## src/hw/rtl/cilvt_pkg.sv

```systemverilog
// Shared types and codes of the CAN identifier last-value table.
package cilvt_pkg;

    localparam int unsigned ID_W   = 29;
    localparam int unsigned LEN_W  = 4;
    localparam int unsigned DATA_W = 32;
    localparam int unsigned IDX_W  = 6;
    localparam int unsigned KIND_W = 2;
    localparam int unsigned STAT_W = 2;

    localparam int unsigned IN_TDATA_W  = 104;
    localparam int unsigned OUT_TDATA_W = 112;

    localparam logic OP_STORE = 1'b0;
    localparam logic OP_DUMP  = 1'b1;

    localparam logic [KIND_W-1:0] KIND_STATUS = 2'd0;
    localparam logic [KIND_W-1:0] KIND_ENTRY  = 2'd1;
    localparam logic [KIND_W-1:0] KIND_EMPTY  = 2'd2;

    localparam logic [STAT_W-1:0] STAT_UPDATED  = 2'd0;
    localparam logic [STAT_W-1:0] STAT_INSERTED = 2'd1;
    localparam logic [STAT_W-1:0] STAT_DROPPED  = 2'd2;

    typedef struct packed {
        logic [ID_W-1:0]     id;
        logic [LEN_W-1:0]    len;
        logic [2*DATA_W-1:0] payload;
    } t_entry;

    typedef enum logic [2:0] {
        RES_UPDATE,
        RES_INSERT,
        RES_DROP,
        RES_EMPTY,
        RES_ENTRY
    } t_res;

    typedef enum logic [2:0] {
        S_IDLE,
        S_DECODE,
        S_SEARCH,
        S_RESULT,
        S_DUMP_RD,
        S_DUMP_OUT
    } t_state;

    typedef struct packed {
        logic capture;
        logic search_en;
        logic dump_rd;
        logic load_out;
        t_res res;
    } t_cmd;

    typedef struct packed {
        logic op;
        logic hit;
        logic scan_done;
        logic full;
        logic empty;
        logic dump_last;
        logic out_free;
    } t_stat;

endpackage

```

## src/hw/rtl/cilvt_ctrl.sv

```systemverilog
// Controller state machine of the CAN identifier last-value table.
module cilvt_ctrl (
    input  logic             i_clk,
    input  logic             i_rst_n,
    input  logic             i_in_valid,
    output logic             o_in_ready,
    input  cilvt_pkg::t_stat i_stat,
    output cilvt_pkg::t_cmd  o_cmd
);

    cilvt_pkg::t_state r_state, n_state;
    cilvt_pkg::t_res   r_res, n_res;

    always_ff @(posedge i_clk) begin
        if (!i_rst_n) begin
            r_state <= cilvt_pkg::S_IDLE;
            r_res   <= cilvt_pkg::RES_DROP;
        end else begin
            r_state <= n_state;
            r_res   <= n_res;
        end
    end

    // Next state.
    always_comb begin
        n_state = r_state;
        n_res   = r_res;
        unique case (r_state)
            cilvt_pkg::S_IDLE: begin
                if (i_in_valid) begin
                    n_state = cilvt_pkg::S_DECODE;
                end
            end
            cilvt_pkg::S_DECODE: begin
                if (i_stat.op == cilvt_pkg::OP_DUMP) begin
                    if (i_stat.empty) begin
                        n_state = cilvt_pkg::S_RESULT;
                        n_res   = cilvt_pkg::RES_EMPTY;
                    end else begin
                        n_state = cilvt_pkg::S_DUMP_RD;
                    end
                end else begin
                    n_state = cilvt_pkg::S_SEARCH;
                end
            end
            cilvt_pkg::S_SEARCH: begin
                if (i_stat.hit) begin
                    n_state = cilvt_pkg::S_RESULT;
                    n_res   = cilvt_pkg::RES_UPDATE;
                end else if (i_stat.scan_done) begin
                    n_state = cilvt_pkg::S_RESULT;
                    n_res   = i_stat.full ? cilvt_pkg::RES_DROP : cilvt_pkg::RES_INSERT;
                end
            end
            cilvt_pkg::S_RESULT: begin
                if (i_stat.out_free) begin
                    n_state = cilvt_pkg::S_IDLE;
                end
            end
            cilvt_pkg::S_DUMP_RD: begin
                n_state = cilvt_pkg::S_DUMP_OUT;
            end
            cilvt_pkg::S_DUMP_OUT: begin
                if (i_stat.out_free) begin
                    n_state = i_stat.dump_last ? cilvt_pkg::S_IDLE : cilvt_pkg::S_DUMP_RD;
                end
            end
            default: begin
                n_state = cilvt_pkg::S_IDLE;
            end
        endcase
    end

    // Commands to the datapath.
    always_comb begin
        o_in_ready      = 1'b0;
        o_cmd.capture   = 1'b0;
        o_cmd.search_en = 1'b0;
        o_cmd.dump_rd   = 1'b0;
        o_cmd.load_out  = 1'b0;
        o_cmd.res       = r_res;
        unique case (r_state)
            cilvt_pkg::S_IDLE: begin
                o_in_ready    = 1'b1;
                o_cmd.capture = i_in_valid;
            end
            cilvt_pkg::S_SEARCH: begin
                o_cmd.search_en = 1'b1;
            end
            cilvt_pkg::S_RESULT: begin
                o_cmd.load_out = i_stat.out_free;
            end
            cilvt_pkg::S_DUMP_RD: begin
                o_cmd.dump_rd = 1'b1;
            end
            cilvt_pkg::S_DUMP_OUT: begin
                o_cmd.load_out = i_stat.out_free;
                o_cmd.res      = cilvt_pkg::RES_ENTRY;
            end
            default: begin
                o_in_ready = 1'b0;
            end
        endcase
    end

endmodule

```

## config.mk

```make
export PLATFORM = sky130hd
export DESIGN_NAME = cilvt_ctrl
export DESIGN_NICKNAME = d
export VERILOG_FILES = /design/src/hw/rtl/cilvt_pkg.sv /design/src/hw/rtl/cilvt_ctrl.sv
export SDC_FILE = /design/constraint.sdc
export NUM_CORES = 1
export LEC_CHECK = 0
export ABC_AREA = 1
export CORE_UTILIZATION = 25
export DETAILED_ROUTE_END_ITERATION = 8
export DONT_BUFFER_PORTS = 1
export SKIP_LAST_GASP = 1
export SLEW_MARGIN = 10
export SYNTH_ARGS = -nofsm -noshare
export SYNTH_HDL_FRONTEND = slang
export SYNTH_SLANG_ARGS = --single-unit
```

## constraint.sdc

```tcl
create_clock -name i_clk -period 3.65 [get_ports i_clk]
set_clock_uncertainty 0.15 [all_clocks]
set_input_delay 1.095 -clock i_clk [delete_from_list [all_inputs] [get_ports i_clk]]
set_output_delay 1.095 -clock i_clk [all_outputs]
set_load 0.02 [all_outputs]
```

Word level (Yosys, flattened, before mapping)

Cells that the tools add are included.

Bits in writable memories: 0
Memories kept: 0
Bits in registers: 6
Latch bits: 0
Input bits: 10
Memory bits (read-only): 0
Output and inout port bits: 8

Multiply operators: 0
$lt $le $gt $ge: 0
Muxes and demuxes: 21
Shifts and indexed selects: 0
Bitwise logic cells: 0
Divide/modulo/power cells: 0
Equality and inequality tests: 11
Add/subtract/negate cells: 0
Reduce and logical (&&, ||, !) cells: 5

Operator list:

| operator                                                        | number |
|---|---|
| 3-bit two-way mux                                               | 13 |
| 3-bit one-hot mux with 6 select lines                           | 1 |
| 2-bit inequality test, second input constant                    | 5 |
| 4-bit AND reduction                                             | 2 |
| 3-bit by 2-bit == test with 1-bit output, second input constant | 2 |
| 3-bit == test, second input constant                            | 2 |
| 3-bit one-hot mux with 2 select lines                           | 1 |
| 1-bit two-way mux                                               | 5 |
| 3-bit by 1-bit == test with 1-bit output, second input constant | 1 |
| 3-bit logical NOT                                               | 1 |
| 3-bit inequality test, second input constant                    | 1 |
| 2-bit two-way mux                                               | 1 |
| 2-bit nonzero test                                              | 1 |
| 2-bit OR reduction                                              | 1 |

Longest topological paths before layout

Depth after elaboration: 4
Depth in mapped cells: 8

Worst setup path before layout

No wires, ideal clock.

Path kind: input -> output
Start: in i_in_valid
End: out o_cmd[6] in the netlist's numbering
Stages: 2
Data required time: 2.405 ns
Slack: 0.985 ns
Buffers on the path: 0
Data arrival time: 1.420 ns
Cell sequence: inv_1 > nor2_1

RTL lines:

| element            | RTL line        | text |
|---|---|---|
| start: declaration | cilvt_ctrl.sv:5 | `input logic i_in_valid,` |
| end: declaration   | cilvt_ctrl.sv:8 | `output cilvt_pkg::t_cmd o_cmd` |

==> summary.md <==
| Metric | Value |
|---|---|
| Synthesized flop and latch total | `5` |
| TritonCTS clock tree | `yes` |
| GRT Residual Overflow | `0` |
| Post-CTS Setup Inserts | `0` |
| Initial DRC count | `3` |
| Vias | `441` |
| Drc violations | `0` |
| # diodes | `0` |
| Slew headroom | `75.2%` |
| Via count of the first global-routing pass | `416` |
| Kind of critical path | `input pin to output pin` |
| RSZ-0062 raised after global routing | `false` |
| Sequential area share after synthesis | `24.9%` |
| Slowest-stage cell, CP | `nor2_1` |
| Netlist cell types | `13` |
| Leakage | `0.258 nW` |
| Power Internal | `176 uW` |
| Starting Density | `26.7%` |
| Tot Pwr | `358 uW` |
| Core Area | `1510 sq um` |
| Tot GR Track Use | `11.8%` |
| DP Area | `422 sq um` |
| # hold bufs at CTS | `0` |
| Clk slew on worst S/H paths | `0.04 ns` |
| Placed wire-length estimate | `739 um` |
| Max cap viols | `0` |
| Clk network pwr share | `17.1%` |
| Worst Setup End Kind | `output pin` |
| Skew-Pair Late Insertion Delay | `0.23 ns` |
| Psw | `183 uW` |
| Die ar. | `1770 sq um` |
| Critical Path AT | `1.43 ns` |
| FMAX | `374 MHz` |
| Site Rows | `14` |
| Hold Path Depth | `2` |
| IO Port Bufs | `0` |
| Ports | `18` |
| Placed cell count | `90` |
| Worst Path Buf+Inv | `1` |
| Worst Hold Endpoint | `r_res[1]` |
| Setup_tns | `0 ns` |
| Worst Setup Start Kind | `input pin` |
| First-pass GRT wire length | `1570 um` |
| Post-DRT Antenna Nets | `0` |
| Largest net degree at the start of global routing | `7` |
| Final critical-path share of the clock period | `73.3%` |
| CP top delay family | `simple AND/OR/NAND/NOR gates` |
| Share of cells above drive strength 1 | `12.8%` |
| Max-slew violation count | `0` |
| Syn Area/Cell | `5.43 sq um` |
| Worst reg2reg path depth | `6` |
| Gates resized, CTS repair | `0` |
| Required @ worst endpoint | `2.40 ns` |
| Hold_sp | `r_res[1]` |
| Sw Share | `51.0%` |
| Reg power frac | `26.9%` |
| Routed length per placed instance | `9.09 um` |
| Mapped Nets | `84` |
| # setup viols final | `0` |
| Gate power share | `56.0%` |
| Reg-to-reg critical path endpoint | `r_res[1]` |
| Clock sink count | `5` |
| Critical R2R Launch | `r_state[0]` |
| Die Y | `42.1 um` |
| Final hold violations | `0` |
| Area grow syn2layout | `11.5%` |
| Clk root buf | `clkbuf_4` |
| Routed WL | `854 um` |
| Post-layout min period | `2.68 ns` |
| Crit-path cells | `inv_1 > nor2_1` |
| Outcome | `finished, final reports clean` |
| Ys Warns | `0` |
| Die Width | `42.1 um` |
| Synth Instances | `74` |
| H-tree depth | `1` |
| Non-Filler Instances | `94` |
| Hold WC Path Type | `register to register` |
| Routability cong. | `0.866` |
| Flop-to-flop setup slack | `2.11 ns` |
| Post-Syn Area | `402 sq um` |
| Drt pass-1 iters | `4` |
| Cts bufs inserted | `3` |
| Post-DR vias/cell | `4.69` |
| Worst Tran Pin Value | `0.370 ns` |
| Crit path max fanout | `2` |
| VDD IR max | `0.201 mV` |
| Final instance area | `448 sq um` |
| Final #Nets | `89` |
| CTS max path bufs | `2` |
| Cell Pwr Density | `800 nW/um^2` |
| Critical path's largest stage delay | `0.31 ns` |
| CP Launch Point | `i_in_valid` |
| Initial antenna violation count | `0` |
[metal layers]
| metal | global-route usage [%] | vias up | share of wire, % |
|---|---|---|---|
| met1 | 13.5 | 193 | 43 |
| met3 | 3.88 | 2 | 7.1 |
| met2 | 18.8 | 11 | 49 |
| li1 | - | 235 | - |
| met4 | 7.50 | 0 | 0.94 |
| met5 | 0 | - | 0 |
[logic make-up after synthesis]
logic type,count (synthesis),synth area share (%)
compound gates,9,12.2
buf+inv,18,16.8
flops,5,24.9
simple gates,42,46.1
[cell usage after synthesis]
cell type	number	share of area [%]
a21oi_1	4	5.0
o21ai_2	1	2.2
nor2_2	2	3.1
nor2_1	9	8.4
nand3_1	5	6.2
nand2_1	21	20
nand2_2	2	3.1
inv_1	17	16
o21ai_0	4	5.0
nand4_1	2	3.1
nand3_2	1	2.5
inv_2	1	0.93
dfxtp_1	5	25
[placed cells by master (no fill, tap or decap)]
cell and count:
nand2_1 21, inv_1 17, nor2_1 9, nand3_1 5, dfxtp_1 5, o21ai_0 4
a21oi_1 4, clkbuf_4 3, nand2_2 2, nor2_2 2, nand4_1 2, inv_2 1
o21ai_2 1, nand3_2 1, clkbuf_1 1
[layout make-up]
class / count / area, sq um
multi-input cells: 51 / 234
clock buffers: 4 / 26.3
flip-flops and latches: 5 / 100
inverters: 18 / 67.6
well taps: 16 / 20.0
fillers: 179 / 1060
[through the flow]
step	utilization (%)	worst slack (ns)	hold slack [ns]
after floorplan	-	0.985	0.293
after global placement	28.0	0.971	0.312
after detailed placement	28.0	0.972	0.318
after CTS	29.7	0.971	0.328
after global routing	29.7	0.939	0.369
final	29.7	0.975	0.324
[sequential cells by signal, indices dropped and copies added (netlist names)]
register,flops
r_state,3
r_res,2
[worst max-delay path by stage]
stage          cells past startpoint  slack (ns)        to
2_1_floorplan                      2        0.99  o_cmd[6]
3_3_place_gp                       2        0.97  o_cmd[6]
3_5_place_dp                       2        0.97  o_cmd[3]
4_1_cts                            2        0.97  o_cmd[3]
5_1_grt                            2        0.94  o_cmd[6]
6_report                           2        0.97  o_cmd[6]
[power by group through the flow]
stage	combinational (mW)	sequential [mW]	clock, mW
floorplan	0.176	0.0926	0
global placement	0.202	0.0965	0
detailed placement	0.201	0.0969	0
CTS	0.203	0.0960	0.0640
global route	0.231	0.101	0.0685
finish	0.201	0.0964	0.0614
(Power assumes the default switching activity.)
